`config.mk`:
```
export PLATFORM = sky130hd
export DESIGN_NAME = motor_command_framer_flat
export DESIGN_NICKNAME = d
export VERILOG_FILES = /design/src/mcf_pkg.sv /design/src/mcf_if.sv /design/src/mcf_front.sv /design/src/mcf_queue.sv /design/src/mcf_back.sv /design/src/motor_command_framer.sv /design/src/flat_wrapper.sv
export SDC_FILE = /design/constraint.sdc
export NUM_CORES = 2
export LEC_CHECK = 0
export ABC_CLOCK_PERIOD_IN_PS = 8950
export BUFFER_PORTS_ARGS = -buffer_cell sky130_fd_sc_hd__clkbuf_2
export CORE_MARGIN = 8
export CORE_UTILIZATION = 60
export CTS_CLUSTER_DIAMETER = 50
export DETAILED_ROUTE_END_ITERATION = 8
export HOLD_SLACK_MARGIN = 0.05
export MAX_ROUTING_LAYER = met4
export PLACE_DENSITY = 0.77
export SETUP_SLACK_MARGIN = 0.4
export SLEW_MARGIN = 20
export SYNTH_ARGS = -nofsm -noshare
export SYNTH_HDL_FRONTEND = slang
export SYNTH_HIERARCHICAL = 1
export SYNTH_SLANG_ARGS = --single-unit
```
`constraint.sdc`:
```
create_clock -name i_clk -period 8.95 [get_ports i_clk]
set_clock_uncertainty 0.15 [all_clocks]
set_input_delay 0.4475 -clock i_clk [delete_from_list [all_inputs] [get_ports i_clk]]
set_output_delay 0.4475 -clock i_clk [all_outputs]
set_load 0.005 [all_outputs]
```
`src/mcf_pkg.sv`:
```
package mcf_pkg;

    localparam int SPEED_W    = 14;
    localparam int DUTY_W     = 8;
    localparam int GAIN_W     = 16;
    localparam int OFFSET_W   = 16;
    localparam int TICKS_W    = 16;
    localparam int MOTORS     = 4;
    localparam int CFG_IDX_W  = 3;
    localparam int CFG_DATA_W = 16;
    localparam int BYTE_IDX_W = 5;

    localparam int QUEUE_DEPTH_DEF = 2;

    localparam logic [CFG_IDX_W-1:0] CFG_MIN_DUTY    = 3'd0;
    localparam logic [CFG_IDX_W-1:0] CFG_MAX_DUTY    = 3'd1;
    localparam logic [CFG_IDX_W-1:0] CFG_MIN_SPEED   = 3'd2;
    localparam logic [CFG_IDX_W-1:0] CFG_SPEED_GAIN  = 3'd3;
    localparam logic [CFG_IDX_W-1:0] CFG_DUTY_OFFSET = 3'd4;
    localparam logic [CFG_IDX_W-1:0] CFG_BRAKE_TICKS = 3'd5;

    localparam logic [DUTY_W-1:0]     RST_MIN_DUTY    = 8'd35;
    localparam logic [DUTY_W-1:0]     RST_MAX_DUTY    = 8'd100;
    localparam logic [SPEED_W-1:0]    RST_MIN_SPEED   = 14'd192;
    localparam logic [GAIN_W-1:0]     RST_SPEED_GAIN  = 16'd15729;
    localparam logic [OFFSET_W-1:0]   RST_DUTY_OFFSET = 16'd9472;
    localparam logic [TICKS_W-1:0]    RST_BRAKE_TICKS = 16'd60;

    localparam logic [7:0] SYNC_A     = 8'hEB;
    localparam logic [7:0] SYNC_B     = 8'h90;
    localparam logic [7:0] CHECK_SEED = 8'hFF;

    localparam logic [5:0][7:0] STOP_FRAME = {8'h24, 8'h00, 8'h01, 8'hA1, SYNC_B, SYNC_A};
    localparam logic [5:0][7:0] MODE_FRAME = {8'h2B, 8'h0F, 8'h01, 8'hA1, SYNC_B, SYNC_A};
    localparam logic [3:0][7:0] CTRL_HEAD  = {8'h08, 8'hA3, SYNC_B, SYNC_A};

    localparam logic [BYTE_IDX_W-1:0] STOP_LAST = 5'd5;
    localparam logic [BYTE_IDX_W-1:0] CTRL_LAST = 5'd18;

    typedef struct packed {
        logic                          stop;
        logic [MOTORS-1:0]             dirs;
        logic [MOTORS-1:0][DUTY_W-1:0] duty;
    } t_desc;

endpackage

```
`src/mcf_if.sv`:
```
interface mcf_tick_if;
    logic                        valid;
    logic                        ready;
    logic [mcf_pkg::SPEED_W-1:0] motor1_speed;
    logic [mcf_pkg::SPEED_W-1:0] motor2_speed;
    logic [mcf_pkg::SPEED_W-1:0] motor3_speed;
    logic [mcf_pkg::SPEED_W-1:0] motor4_speed;
    logic                        motor1_dir;
    logic                        motor2_dir;
    logic                        motor3_dir;
    logic                        motor4_dir;

    modport source (
        output valid, motor1_speed, motor2_speed, motor3_speed, motor4_speed,
               motor1_dir, motor2_dir, motor3_dir, motor4_dir,
        input  ready
    );
    modport sink (
        input  valid, motor1_speed, motor2_speed, motor3_speed, motor4_speed,
               motor1_dir, motor2_dir, motor3_dir, motor4_dir,
        output ready
    );
endinterface

interface mcf_byte_if;
    logic                       valid;
    logic                       ready;
    logic [7:0]                 frame_byte;
    logic                       last_byte;
    logic [mcf_pkg::DUTY_W-1:0] motor1_duty;
    logic [mcf_pkg::DUTY_W-1:0] motor2_duty;
    logic [mcf_pkg::DUTY_W-1:0] motor3_duty;
    logic [mcf_pkg::DUTY_W-1:0] motor4_duty;

    modport source (
        output valid, frame_byte, last_byte, motor1_duty, motor2_duty, motor3_duty,
               motor4_duty,
        input  ready
    );
    modport sink (
        input  valid, frame_byte, last_byte, motor1_duty, motor2_duty, motor3_duty,
               motor4_duty,
        output ready
    );
endinterface

interface mcf_cfg_if;
    logic                           valid;
    logic                           ready;
    logic [mcf_pkg::CFG_IDX_W-1:0]  index;
    logic [mcf_pkg::CFG_DATA_W-1:0] data;

    modport source (output valid, index, data, input ready);
    modport sink (input valid, index, data, output ready);
endinterface

```
`src/mcf_front.sv`:
```
module mcf_front (
    input  logic          i_clk,
    input  logic          i_rst_n,
    mcf_tick_if.sink      i_tick,
    mcf_cfg_if.sink       i_cfg,
    output logic          o_q_valid,
    output mcf_pkg::t_desc o_q_data,
    input  logic          i_q_ready
);

    localparam int PROD_W = mcf_pkg::SPEED_W + mcf_pkg::GAIN_W;
    localparam int SUM_W  = PROD_W + 2;
    localparam int FRAC_W = 20;
    localparam int OFF_SH = 12;
    localparam int Q_W    = SUM_W - 1 - FRAC_W;

    logic [mcf_pkg::DUTY_W-1:0]   r_min_duty;
    logic [mcf_pkg::DUTY_W-1:0]   r_max_duty;
    logic [mcf_pkg::SPEED_W-1:0]  r_min_speed;
    logic [mcf_pkg::GAIN_W-1:0]   r_speed_gain;
    logic [mcf_pkg::OFFSET_W-1:0] r_duty_offset;
    logic [mcf_pkg::TICKS_W-1:0]  r_brake_ticks;

    logic [mcf_pkg::TICKS_W-1:0]  r_brake_count;
    logic [mcf_pkg::MOTORS-1:0]   r_prev_dirs;

    logic                                       r_s1_valid;
    logic [mcf_pkg::MOTORS-1:0][mcf_pkg::SPEED_W-1:0] r_s1_speed;
    logic [mcf_pkg::MOTORS-1:0]                 r_s1_dirs;

    logic                                       r_s2_valid;
    logic [mcf_pkg::MOTORS-1:0][PROD_W-1:0]     r_s2_prod;
    logic [mcf_pkg::MOTORS-1:0]                 r_s2_below;
    logic [mcf_pkg::MOTORS-1:0]                 r_s2_dirs;

    logic                                       advance;
    logic                                       push;
    logic [SUM_W-1:0]                           offset_ext;
    logic [mcf_pkg::MOTORS-1:0][mcf_pkg::DUTY_W-1:0] duty;
    logic [mcf_pkg::TICKS_W-1:0]                cnt;
    logic [mcf_pkg::TICKS_W-1:0]                n_brake_count;

    assign i_cfg.ready  = 1'b1;
    assign advance      = !r_s2_valid || i_q_ready;
    assign i_tick.ready = !r_s1_valid || advance;
    assign push         = r_s2_valid && i_q_ready;

    always_ff @(posedge i_clk) begin
        if (!i_rst_n) begin
            r_min_duty    <= mcf_pkg::RST_MIN_DUTY;
            r_max_duty    <= mcf_pkg::RST_MAX_DUTY;
            r_min_speed   <= mcf_pkg::RST_MIN_SPEED;
            r_speed_gain  <= mcf_pkg::RST_SPEED_GAIN;
            r_duty_offset <= mcf_pkg::RST_DUTY_OFFSET;
            r_brake_ticks <= mcf_pkg::RST_BRAKE_TICKS;
        end else if (i_cfg.valid) begin
            case (i_cfg.index)
                mcf_pkg::CFG_MIN_DUTY:    r_min_duty    <= i_cfg.data[mcf_pkg::DUTY_W-1:0];
                mcf_pkg::CFG_MAX_DUTY:    r_max_duty    <= i_cfg.data[mcf_pkg::DUTY_W-1:0];
                mcf_pkg::CFG_MIN_SPEED:   r_min_speed   <= i_cfg.data[mcf_pkg::SPEED_W-1:0];
                mcf_pkg::CFG_SPEED_GAIN:  r_speed_gain  <= i_cfg.data[mcf_pkg::GAIN_W-1:0];
                mcf_pkg::CFG_DUTY_OFFSET: r_duty_offset <= i_cfg.data[mcf_pkg::OFFSET_W-1:0];
                mcf_pkg::CFG_BRAKE_TICKS: r_brake_ticks <= i_cfg.data[mcf_pkg::TICKS_W-1:0];
                default: begin
                end
            endcase
        end
    end

    always_ff @(posedge i_clk) begin
        if (!i_rst_n) begin
            r_s1_valid <= 1'b0;
            r_s2_valid <= 1'b0;
        end else begin
            if (i_tick.ready) begin
                r_s1_valid <= i_tick.valid;
            end
            if (advance) begin
                r_s2_valid <= r_s1_valid;
            end
        end
    end

    always_ff @(posedge i_clk) begin
        if (i_tick.ready && i_tick.valid) begin
            r_s1_speed <= {i_tick.motor4_speed, i_tick.motor3_speed,
                           i_tick.motor2_speed, i_tick.motor1_speed};
            r_s1_dirs  <= {i_tick.motor4_dir, !i_tick.motor3_dir,
                           i_tick.motor2_dir, !i_tick.motor1_dir};
        end
        if (advance && r_s1_valid) begin
            for (int m = 0; m < mcf_pkg::MOTORS; m++) begin
                r_s2_prod[m]  <= PROD_W'(r_s1_speed[m]) * PROD_W'(r_speed_gain);
                r_s2_below[m] <= r_s1_speed[m] < r_min_speed;
            end
            r_s2_dirs <= r_s1_dirs;
        end
    end

    assign offset_ext = {{(SUM_W - mcf_pkg::OFFSET_W - OFF_SH){r_duty_offset[mcf_pkg::OFFSET_W-1]}},
                         r_duty_offset, {OFF_SH{1'b0}}};

    always_comb begin
        logic [SUM_W-1:0]            sum;
        logic [Q_W-1:0]              q;
        logic [mcf_pkg::DUTY_W-1:0]  d;
        for (int m = 0; m < mcf_pkg::MOTORS; m++) begin
            sum = {2'b00, r_s2_prod[m]} + offset_ext;
            q   = sum[SUM_W-2:FRAC_W];
            if (r_s2_below[m]) begin
                d = r_min_duty;
            end else if (sum[SUM_W-1]) begin
                d = '0;
            end else if (q > Q_W'(8'hFF)) begin
                d = 8'hFF;
            end else begin
                d = q[mcf_pkg::DUTY_W-1:0];
            end
            if (d < r_min_duty) begin
                duty[m] = r_min_duty;
            end else if (d > r_max_duty) begin
                duty[m] = r_max_duty;
            end else begin
                duty[m] = d;
            end
        end
    end

    assign cnt           = (r_s2_dirs != r_prev_dirs) ? r_brake_ticks : r_brake_count;
    assign n_brake_count = (cnt != '0) ? cnt - 1'b1 : cnt;

    always_ff @(posedge i_clk) begin
        if (!i_rst_n) begin
            r_brake_count <= '0;
            r_prev_dirs   <= '0;
        end else if (push) begin
            r_brake_count <= n_brake_count;
            r_prev_dirs   <= r_s2_dirs;
        end
    end

    assign o_q_valid     = r_s2_valid;
    assign o_q_data.stop = cnt != '0;
    assign o_q_data.dirs = r_s2_dirs;
    assign o_q_data.duty = duty;

endmodule

```
`src/mcf_queue.sv`:
```
module mcf_queue #(
    parameter int DEPTH = mcf_pkg::QUEUE_DEPTH_DEF
) (
    input  logic           i_clk,
    input  logic           i_rst_n,
    input  logic           i_push_valid,
    output logic           o_push_ready,
    input  mcf_pkg::t_desc i_push_data,
    output logic           o_pop_valid,
    input  logic           i_pop_ready,
    output mcf_pkg::t_desc o_pop_data
);

    localparam int PTR_W = (DEPTH > 1) ? $clog2(DEPTH) : 1;
    localparam int CNT_W = $clog2(DEPTH + 1);

    mcf_pkg::t_desc   r_mem [DEPTH];
    logic [PTR_W-1:0] r_wr;
    logic [PTR_W-1:0] r_rd;
    logic [CNT_W-1:0] r_cnt;
    logic             push;
    logic             pop;

    assign o_push_ready = r_cnt != CNT_W'(DEPTH);
    assign o_pop_valid  = r_cnt != '0;
    assign push         = i_push_valid && o_push_ready;
    assign pop          = o_pop_valid && i_pop_ready;
    assign o_pop_data   = r_mem[r_rd];

    always_ff @(posedge i_clk) begin
        if (!i_rst_n) begin
            r_wr  <= '0;
            r_rd  <= '0;
            r_cnt <= '0;
        end else begin
            if (push) begin
                r_wr <= (r_wr == PTR_W'(DEPTH - 1)) ? '0 : r_wr + 1'b1;
            end
            if (pop) begin
                r_rd <= (r_rd == PTR_W'(DEPTH - 1)) ? '0 : r_rd + 1'b1;
            end
            if (push && !pop) begin
                r_cnt <= r_cnt + 1'b1;
            end else if (pop && !push) begin
                r_cnt <= r_cnt - 1'b1;
            end
        end
    end

    always_ff @(posedge i_clk) begin
        if (push) begin
            r_mem[r_wr] <= i_push_data;
        end
    end

endmodule

```
`src/mcf_back.sv`:
```
module mcf_back (
    input  logic           i_clk,
    input  logic           i_rst_n,
    input  logic           i_q_valid,
    output logic           o_q_ready,
    input  mcf_pkg::t_desc i_q_data,
    mcf_byte_if.source     o_frame
);

    logic                               r_busy;
    mcf_pkg::t_desc                     r_cur;
    logic [mcf_pkg::BYTE_IDX_W-1:0]     r_idx;
    logic                               r_out_valid;
    logic [7:0]                         r_byte;
    logic                               r_last;
    logic [mcf_pkg::MOTORS-1:0][mcf_pkg::DUTY_W-1:0] r_duty;

    logic       out_free;
    logic       emit;
    logic       is_last;
    logic       pop;
    logic [7:0] check;
    logic [7:0] cur_byte;
    logic [mcf_pkg::BYTE_IDX_W-1:0] head_off;

    assign out_free  = !r_out_valid || o_frame.ready;
    assign emit      = r_busy && out_free;
    assign is_last   = r_idx == (r_cur.stop ? mcf_pkg::STOP_LAST : mcf_pkg::CTRL_LAST);
    assign pop       = i_q_valid && (!r_busy || (emit && is_last));
    assign o_q_ready = pop;
    assign head_off  = r_idx - 5'd6;

    always_comb begin
        check = mcf_pkg::CHECK_SEED;
        for (int k = 0; k < 4; k++) begin
            check = check ^ mcf_pkg::CTRL_HEAD[k];
        end
        for (int m = 0; m < mcf_pkg::MOTORS; m++) begin
            check = check ^ {7'd0, r_cur.dirs[m]} ^ r_cur.duty[m];
        end
    end

    always_comb begin
        cur_byte = check;
        if (r_cur.stop) begin
            cur_byte = mcf_pkg::STOP_FRAME[r_idx[2:0]];
        end else begin
            case (r_idx) inside
                [5'd0:5'd5]: cur_byte = mcf_pkg::MODE_FRAME[r_idx[2:0]];
                [5'd6:5'd9]: cur_byte = mcf_pkg::CTRL_HEAD[head_off[1:0]];
                5'd10:       cur_byte = {7'd0, r_cur.dirs[1]};
                5'd11:       cur_byte = {7'd0, r_cur.dirs[0]};
                5'd12:       cur_byte = {7'd0, r_cur.dirs[2]};
                5'd13:       cur_byte = {7'd0, r_cur.dirs[3]};
                5'd14:       cur_byte = r_cur.duty[1];
                5'd15:       cur_byte = r_cur.duty[0];
                5'd16:       cur_byte = r_cur.duty[2];
                5'd17:       cur_byte = r_cur.duty[3];
                default:     cur_byte = check;
            endcase
        end
    end

    always_ff @(posedge i_clk) begin
        if (!i_rst_n) begin
            r_busy      <= 1'b0;
            r_out_valid <= 1'b0;
        end else begin
            if (out_free) begin
                r_out_valid <= emit;
            end
            if (pop) begin
                r_busy <= 1'b1;
            end else if (emit && is_last) begin
                r_busy <= 1'b0;
            end
        end
    end

    always_ff @(posedge i_clk) begin
        if (pop) begin
            r_cur <= i_q_data;
            r_idx <= '0;
        end else if (emit) begin
            r_idx <= r_idx + 1'b1;
        end
        if (emit) begin
            r_byte <= cur_byte;
            r_last <= is_last;
            r_duty <= r_cur.duty;
        end
    end

    assign o_frame.valid       = r_out_valid;
    assign o_frame.frame_byte  = r_byte;
    assign o_frame.last_byte   = r_last;
    assign o_frame.motor1_duty = r_duty[0];
    assign o_frame.motor2_duty = r_duty[1];
    assign o_frame.motor3_duty = r_duty[2];
    assign o_frame.motor4_duty = r_duty[3];

endmodule

```
`src/motor_command_framer.sv`:
```
// Channel   Dir  Beat contents
// i_tick    in   four wheel speeds and four direction requests
// i_cfg     in   register index and write data
// o_frame   out  one link byte, last-byte flag and the four duties of its tick
//
// A tick produces 19 beats when running and 6 beats while braking. Either side may
// stall freely; the back end sends one byte per cycle unless o_frame stalls and
// takes the next tick with the last byte. The front end registers each tick in a
// speed and a product stage and can run ahead into the queue. Reset is synchronous,
// active low, restores register defaults and clears brake count and previous dirs.
module motor_command_framer #(
    parameter int QUEUE_DEPTH = mcf_pkg::QUEUE_DEPTH_DEF
) (
    input  logic       i_clk,
    input  logic       i_rst_n,
    mcf_tick_if.sink   i_tick,
    mcf_cfg_if.sink    i_cfg,
    mcf_byte_if.source o_frame
);

    logic           fq_valid;
    logic           fq_ready;
    mcf_pkg::t_desc fq_data;
    logic           qb_valid;
    logic           qb_ready;
    mcf_pkg::t_desc qb_data;

    mcf_front u_front (
        .i_clk     (i_clk),
        .i_rst_n   (i_rst_n),
        .i_tick    (i_tick),
        .i_cfg     (i_cfg),
        .o_q_valid (fq_valid),
        .o_q_data  (fq_data),
        .i_q_ready (fq_ready)
    );

    mcf_queue #(
        .DEPTH (QUEUE_DEPTH)
    ) u_queue (
        .i_clk        (i_clk),
        .i_rst_n      (i_rst_n),
        .i_push_valid (fq_valid),
        .o_push_ready (fq_ready),
        .i_push_data  (fq_data),
        .o_pop_valid  (qb_valid),
        .i_pop_ready  (qb_ready),
        .o_pop_data   (qb_data)
    );

    mcf_back u_back (
        .i_clk     (i_clk),
        .i_rst_n   (i_rst_n),
        .i_q_valid (qb_valid),
        .o_q_ready (qb_ready),
        .i_q_data  (qb_data),
        .o_frame   (o_frame)
    );

endmodule
```
`src/flat_wrapper.sv`:
```
// flat-port wrapper written by rule: the top's interface ports become plain ports
module motor_command_framer_flat 
#(
    parameter int QUEUE_DEPTH = mcf_pkg::QUEUE_DEPTH_DEF
)
  (i_clk, i_rst_n, i_tick_valid, i_tick_motor1_speed, i_tick_motor2_speed, i_tick_motor3_speed, i_tick_motor4_speed, i_tick_motor1_dir, i_tick_motor2_dir, i_tick_motor3_dir, i_tick_motor4_dir, i_tick_ready, i_cfg_valid, i_cfg_index, i_cfg_data, i_cfg_ready, o_frame_valid, o_frame_frame_byte, o_frame_last_byte, o_frame_motor1_duty, o_frame_motor2_duty, o_frame_motor3_duty, o_frame_motor4_duty, o_frame_ready);
  mcf_tick_if i_tick_i ();
  mcf_cfg_if i_cfg_i ();
  mcf_byte_if o_frame_i ();
  input  logic i_clk;
  input  logic i_rst_n;
  input wire logic [$bits(i_tick_i.valid)-1:0] i_tick_valid;
  input wire logic [$bits(i_tick_i.motor1_speed)-1:0] i_tick_motor1_speed;
  input wire logic [$bits(i_tick_i.motor2_speed)-1:0] i_tick_motor2_speed;
  input wire logic [$bits(i_tick_i.motor3_speed)-1:0] i_tick_motor3_speed;
  input wire logic [$bits(i_tick_i.motor4_speed)-1:0] i_tick_motor4_speed;
  input wire logic [$bits(i_tick_i.motor1_dir)-1:0] i_tick_motor1_dir;
  input wire logic [$bits(i_tick_i.motor2_dir)-1:0] i_tick_motor2_dir;
  input wire logic [$bits(i_tick_i.motor3_dir)-1:0] i_tick_motor3_dir;
  input wire logic [$bits(i_tick_i.motor4_dir)-1:0] i_tick_motor4_dir;
  output wire logic [$bits(i_tick_i.ready)-1:0] i_tick_ready;
  input wire logic [$bits(i_cfg_i.valid)-1:0] i_cfg_valid;
  input wire logic [$bits(i_cfg_i.index)-1:0] i_cfg_index;
  input wire logic [$bits(i_cfg_i.data)-1:0] i_cfg_data;
  output wire logic [$bits(i_cfg_i.ready)-1:0] i_cfg_ready;
  output wire logic [$bits(o_frame_i.valid)-1:0] o_frame_valid;
  output wire logic [$bits(o_frame_i.frame_byte)-1:0] o_frame_frame_byte;
  output wire logic [$bits(o_frame_i.last_byte)-1:0] o_frame_last_byte;
  output wire logic [$bits(o_frame_i.motor1_duty)-1:0] o_frame_motor1_duty;
  output wire logic [$bits(o_frame_i.motor2_duty)-1:0] o_frame_motor2_duty;
  output wire logic [$bits(o_frame_i.motor3_duty)-1:0] o_frame_motor3_duty;
  output wire logic [$bits(o_frame_i.motor4_duty)-1:0] o_frame_motor4_duty;
  input wire logic [$bits(o_frame_i.ready)-1:0] o_frame_ready;
  assign i_tick_i.valid = i_tick_valid;
  assign i_tick_i.motor1_speed = i_tick_motor1_speed;
  assign i_tick_i.motor2_speed = i_tick_motor2_speed;
  assign i_tick_i.motor3_speed = i_tick_motor3_speed;
  assign i_tick_i.motor4_speed = i_tick_motor4_speed;
  assign i_tick_i.motor1_dir = i_tick_motor1_dir;
  assign i_tick_i.motor2_dir = i_tick_motor2_dir;
  assign i_tick_i.motor3_dir = i_tick_motor3_dir;
  assign i_tick_i.motor4_dir = i_tick_motor4_dir;
  assign i_tick_ready = i_tick_i.ready;
  assign i_cfg_i.valid = i_cfg_valid;
  assign i_cfg_i.index = i_cfg_index;
  assign i_cfg_i.data = i_cfg_data;
  assign i_cfg_ready = i_cfg_i.ready;
  assign o_frame_valid = o_frame_i.valid;
  assign o_frame_frame_byte = o_frame_i.frame_byte;
  assign o_frame_last_byte = o_frame_i.last_byte;
  assign o_frame_motor1_duty = o_frame_i.motor1_duty;
  assign o_frame_motor2_duty = o_frame_i.motor2_duty;
  assign o_frame_motor3_duty = o_frame_i.motor3_duty;
  assign o_frame_motor4_duty = o_frame_i.motor4_duty;
  assign o_frame_i.ready = o_frame_ready;
  motor_command_framer #(.QUEUE_DEPTH(QUEUE_DEPTH)) u_core (.i_clk(i_clk), .i_rst_n(i_rst_n), .i_tick(i_tick_i), .i_cfg(i_cfg_i), .o_frame(o_frame_i));
endmodule
```
Word level (Yosys, flattened, before mapping)
Memories as Yosys holds them, arrays and structs flattened. A register that Yosys moved wholly into a read port is not among the register bits. Index checks and enable logic that the tools add are counted.

Add/subtract/negate cells: 11. $mul: 4. Divide/modulo/power cells: 0. Magnitude comparators: 22. Eq/ne operators: 16. Shifts and indexed selects: 0. Multiplexer cells: 50. Bitwise gates (word level): 8. Reductions and logical operators: 34.

Operator list (count): 8-bit two-way mux (34); 31-bit by 28-bit adder with 32-bit output (4); 14-bit by 16-bit multiplier with 30-bit output (4); 14-bit < comparator (4); 11-bit by 8-bit > comparator with 1-bit output (second input constant) (4); 8-bit > comparator (4); 8-bit < comparator (4); 16-bit two-way mux (2); 5-bit by 4-bit equality test with 1-bit output (second input constant) (6); 8-bit by 1-bit bitwise XOR with 8-bit output (3); 8-bit bitwise XOR (3); 8-bit binary-select mux with 2-bit select (1); 16-bit nonzero test (1); 16-bit by 1-bit subtractor with 16-bit output (second input constant) (1); 3-bit two-way mux (4); 2-bit AND reduction (6); 1-bit logical AND (11); 5-bit equality test (second input constant) (2); 1-bit zero test (8); 6-bit by 8-bit bitwise XOR with 8-bit output (1); 3-bit by 2-bit equality test with 1-bit output (second input constant) (2); 3-bit equality test (second input constant) (2); 1-bit two-way mux (6); 2-bit nonzero test (3); other kinds (20) (25).

Flip-flop bits (word level): 340. Latch bits: 0. Memory bits (writable): 74. Memory bits (read-only): 128. Input port bits: 84. Output and inout port bits: 44. Logic and storage cells: 181. Memories kept: 3.

Memories: u_core.u_queue.r_mem (words 2, bits a word 37, rd ports 1, clocked after Yosys merged registers in 1, wr ports 1, RTL line mcf_queue.sv:17) `mcf_pkg::t_desc r_mem [DEPTH];`; (name not given) (words 8, bits a word 8, rd ports 1, clocked after Yosys merged registers in 1, wr ports 0, RTL line mcf_back.sv:49) `[5'd0:5'd5]: cur_byte = mcf_pkg::MODE_FRAME[r_idx[2:0]];`; (name not given) (words 8, bits a word 8, rd ports 1, clocked after Yosys merged registers in 1, wr ports 0, RTL line mcf_back.sv:46) `cur_byte = mcf_pkg::STOP_FRAME[r_idx[2:0]];`.

Depth between registers and ports, before layout
Depth after elaboration: 19. Gate-level depth with buffers: 25. Depth with buffers taken out: 23.

Hierarchy
Netlist, hierarchy kept.

Modules (own cells, without submodules): mcf_front (instances 1, cells an instance 4792, area an instance 43001.2 um^2, sequential area each 6206.0 um^2); mcf_back (instances 1, cells an instance 330, area an instance 4162.7 um^2, sequential area each 2662.6 um^2); mcf_queue (instances 1, cells an instance 139, area an instance 2909.0 um^2, sequential area each 2322.2 um^2).

Worst setup path before layout
Ideal clock, no wire load.

Kind: flip-flop to flip-flop. Start point: reg u_core/u_front/r_speed_gain[13] in the netlist's numbering. End point: reg u_core/u_front/r_s2_prod[29] in the netlist's numbering, data pin. Setup time: 0.260 ns. Data arrival time: 6.140 ns. Data required time: 8.540 ns. Path slack: 2.400 ns. Cell stages (with the launch flop): 25. Buffers on the path: 2. Clock period less this slack: 6.550 ns. Cells stage by stage: dfxtp_1 > clkbuf_1 > clkbuf_1 > nand2_1 > fa_1 > inv_1 > fa_1 > fa_1 > inv_1 > fa_1 > inv_1 > fa_1 > inv_1 > fa_1 > inv_1 > ha_1 > and4_1 > nor2b_1 > a2111oi_0 > o21ai_0 > o211ai_1 > nand3_1 > a31oi_1 > o21bai_1 > xnor2_1.

Cells in the longest elaborated chain, start to end: 1.

Ends and longest elaborated chain: start: declaration (RTL line mcf_front.sv:20) `logic [mcf_pkg::GAIN_W-1:0] r_speed_gain;`; start signal: assignment (RTL line mcf_front.sv:53) `r_speed_gain <= mcf_pkg::RST_SPEED_GAIN;`; start signal: assignment (RTL line mcf_front.sv:61) `mcf_pkg::CFG_SPEED_GAIN: r_speed_gain <= i_cfg.data[mcf_pkg::GAIN_W-1:0];`; 14-bit by 16-bit multiplier with 30-bit output (RTL line mcf_front.sv:93) `r_s2_prod[m] <= PROD_W'(r_s1_speed[m]) * PROD_W'(r_speed_gain);`; end signal: indexed assignment (RTL line mcf_front.sv:93); end: declaration (RTL line mcf_front.sv:32) `logic [mcf_pkg::MOTORS-1:0][PROD_W-1:0] r_s2_prod;`.

No other way between the ends. A chain may end at the register's enable or synchronous reset.

Worst setup path in the final report
Start point: reg u_core/u_front/r_speed_gain[3] in the netlist's numbering. End point: reg u_core/u_front/r_s2_prod[29] in the netlist's numbering, data pin.

Same word-level chain as after synthesis.

==> flow_summary.ini <==
[outcome]
outcome = complete, no violations

[timing]
tightest_slew_ns = 1.07
holdWs_ns = 0.118
finalCritPeriodShare_pct = 82.2
rsz0062_at_grt = no
finalCriticalPeriod_ns = 7.36
max_freq_mhz = 136
tns_ns = 0
relSlewSlack_pct = 28.4
drv_slew = 0
hold_violations = 0
setup-violations-final = 0

[drt]
ant_nets = 0
vias_per_cell = 5.81
num_vias = 37600
first_pass_iters = 6
wl_per_cell_um = 20.0
drc_errors = 0
routed_wl_mm = 129
first_iter_violations = 3108

[power_and_ir_drop]
total_power_uw = 17700
pwr_density_cell_nw_per_um2 = 326
p_leak_uw = 0.0257
ir_drop_mv = 0.403

[critical_path]
cp-start-kind = register
crit_type = reg2reg
cp-end-kind = register
cp.required_ns = 9.25
rrSetupSlack_ns = 1.59
arrival_ns = 7.66
path_max_fanout = 31

[run]
maxCapViolations = 0

[yosys]
yosysTopAreaCellShare_pct = 26.2
synthCells = 5261
synth.top_cells.by_area = fa_1 26%, edfxtp_1 18%, ha_1 14%
synthDistinctLibCells = 105
ys_warn_count = 6
synth_top_area_cell = fa_1
ys.flop_type = edfxtp_1
async_flop_share_pct = 0
synth.avg_cell_area_sq_um = 9.52
synthesis.nets = 6560
ys_seq_area_share_pct = 22.3
synth_edf_count = 292
ys_seq_elements = 413
synth_area_sq_um = 50100

[finish]
syn_to_final_growth_pct = 8.73
layout-drive-gt1-share_pct = 7.18
final_nets = 6637

[clocking]
cts_buffers = 61
cts_setup_buffers = 0
cts_resized = 0
cts_tree = yes
h-tree-depth = 2
clk_latency_ns = 0.70
cts_root_buffer = clkbuf_16
clk_pin_slew_ns = 0.06
cts_sinks = 413
clockBufferDepth = 3

[placed_design]
globalplace.congestion = 0.971
hpwl_mm = 96.8
io_buffers = 126

[global_route]
grt_max_degree = 73
grt_use_total_pct = 28.6
grt_antenna_before_repair = 4
grt_pass1_wl_mm = 208
grt_overflow = 0
grt_pass1_vias = 39000

[floorplanning]
floorplan.die.height_um = 305
num_rows = 106
num_io_pins = 128
coreArea_sq_um = 83200
dieArea_sq_um = 93000
start_util_pct = 60.2
die_x_um = 305

[worst_hold_path]
hold_class = in2reg
[cells in the final DEF, fill, tap and decap left out, types with 11 or more instances in the layout]
master	count
fa_1	656
a21oi_1	206
dfxtp_2	16
clkbuf_2	126
o21a_1	47
inv_6	11
nand4_1	29
o211ai_1	26
nand2b_1	33
a22o_1	24
nor2_1	168
a221oi_1	12
a31oi_1	22
and2_1	400
mux2i_1	26
nand2_1	800
a211oi_1	28
o21ai_0	98
a21o_1	70
o31ai_1	13
mux2_2	51
and3_1	21
clkbuf_16	61
edfxtp_1	292
o21bai_1	11
inv_1	829
ha_1	559
buf_4	35
nor3_1	45
or3_1	18
nor2b_1	31
nand3_1	66
nor4_1	13
dfxtp_1	105
dlygate4sd3_1	78
xnor2_1	77
xor2_1	44
o2bb2ai_1	12
[worst max-delay path: stages (launching register included)]
cell,delay [ns]
dfxtp_2,0.79
buf_4,0.45
nand2_1,0.12
fa_1,0.51
fa_1,0.56
inv_1,0.05
fa_1,0.49
fa_1,0.43
fa_1,0.50
inv_1,0.05
fa_1,0.47
inv_1,0.05
ha_1,0.31
and4_1,0.24
nor2b_1,0.15
a2111oi_0,0.53
o21ai_0,0.28
o211ai_1,0.35
nand3_1,0.14
a31oi_1,0.27
o21bai_1,0.11
xnor2_1,0.12
[final cells by class]
type,count,area [sq um]
multi-input combinational,3789,34900
timing repair buffer,241,1710
antenna,5,12.5
sequential,413,11200
clock buffer,72,1580
tap,1080,1350
inverter,832,3120
clock inverter,44,574
fill,6525,28700
[path summary, 6_finish.rpt]
| path | start | to | cells past startpoint |
|---|---|---|---|
| min reg2reg | u_core/u_front/r_s1_dirs[2]$_DFFE_PP_ | u_core/u_front/r_s2_dirs[2]$_DFFE_PP_ | 0 |
| max | u_core/u_front/r_speed_gain[3]$_SDFFE_PN0P_ | u_core/u_front/r_s2_prod[29]$_DFFE_PP_ | 21 |
| min | i_cfg_valid | u_core/u_front/r_min_duty[2]$_SDFFE_PN0P_ | 5 |
| max reg2reg | u_core/u_front/r_speed_gain[3]$_SDFFE_PN0P_ | u_core/u_front/r_s2_prod[29]$_DFFE_PP_ | 21 |
[what timing repair did]
action | CTS | global route
setup endpoints to repair | 0 | 0
hold endpoints to repair | 136 | 0
hold buffers | 78 | 0
[power breakdown]
group / internal, uW / switching (uW)
sequential: 3010 / 308
combinational: 4890 / 7030
clock: 1480 / 1020
[layer usage]
layer,track usage (%),vias up,wire length [um]
li1,-,17300,-
met1,35.8,18500,52300
met2,46.7,1550,61200
met3,5.30,299,10700
met4,10.0,0,4970
met5,-,-,0
[per-stage QoR]
stage	setup slack (ns)	std cells	util, %	instance area [sq um]
finish	1.59	6476	65.5	54400
global route	1.15	6473	65.5	54400
CTS	1.61	6471	65.4	54400
detailed placement	1.64	6277	61.9	51500
global placement	1.81	6277	61.9	51500
floorplan	2.40	5261	-	50100
[Yosys cell counts (51+ instances only)]
cell	n
and2_1	402
dfxtp_1	121
clkbuf_1	203
a21oi_1	206
edfxtp_1	292
ha_1	559
nand3_1	66
inv_1	830
nor2_1	168
xnor2_1	77
o21ai_0	98
fa_1	656
a21o_1	70
mux2_2	51
nand2_1	800
[sequential cells by signal, indices dropped and copies added, names as in the netlist, 8 cells and up, named ones only]
| register | count |
|---|---|
| u_core/u_back/o_frame.frame_byte | 8 |
| u_core/u_back/o_frame.motor1_duty | 8 |
| u_core/u_back/o_frame.motor2_duty | 8 |
| u_core/u_back/o_frame.motor3_duty | 8 |
| u_core/u_back/o_frame.motor4_duty | 8 |
| u_core/u_back/r_cur | 37 |
| u_core/u_front/r_brake_count | 16 |
| u_core/u_front/r_brake_ticks | 16 |
| u_core/u_front/r_duty_offset | 16 |
| u_core/u_front/r_max_duty | 8 |
| u_core/u_front/r_min_duty | 8 |
| u_core/u_front/r_min_speed | 14 |
| u_core/u_front/r_s1_speed | 56 |
| u_core/u_front/r_s2_prod | 72 |
| u_core/u_front/r_speed_gain | 16 |
| u_core/u_queue/r_mem | 74 |
[cells by family after synthesis]
group / Yosys count / share of synthesized area, %
other cells: 1 / 0.00749
mux: 79 / 1.72
xor+xnor: 124 / 2.24
buf+inv: 1059 / 8.04
fa+ha+maj: 1215 / 40.2
flops: 413 / 22.3
compound gates: 693 / 9.33
simple gates: 1677 / 16.1
Power figures use the tool's default switching activity.
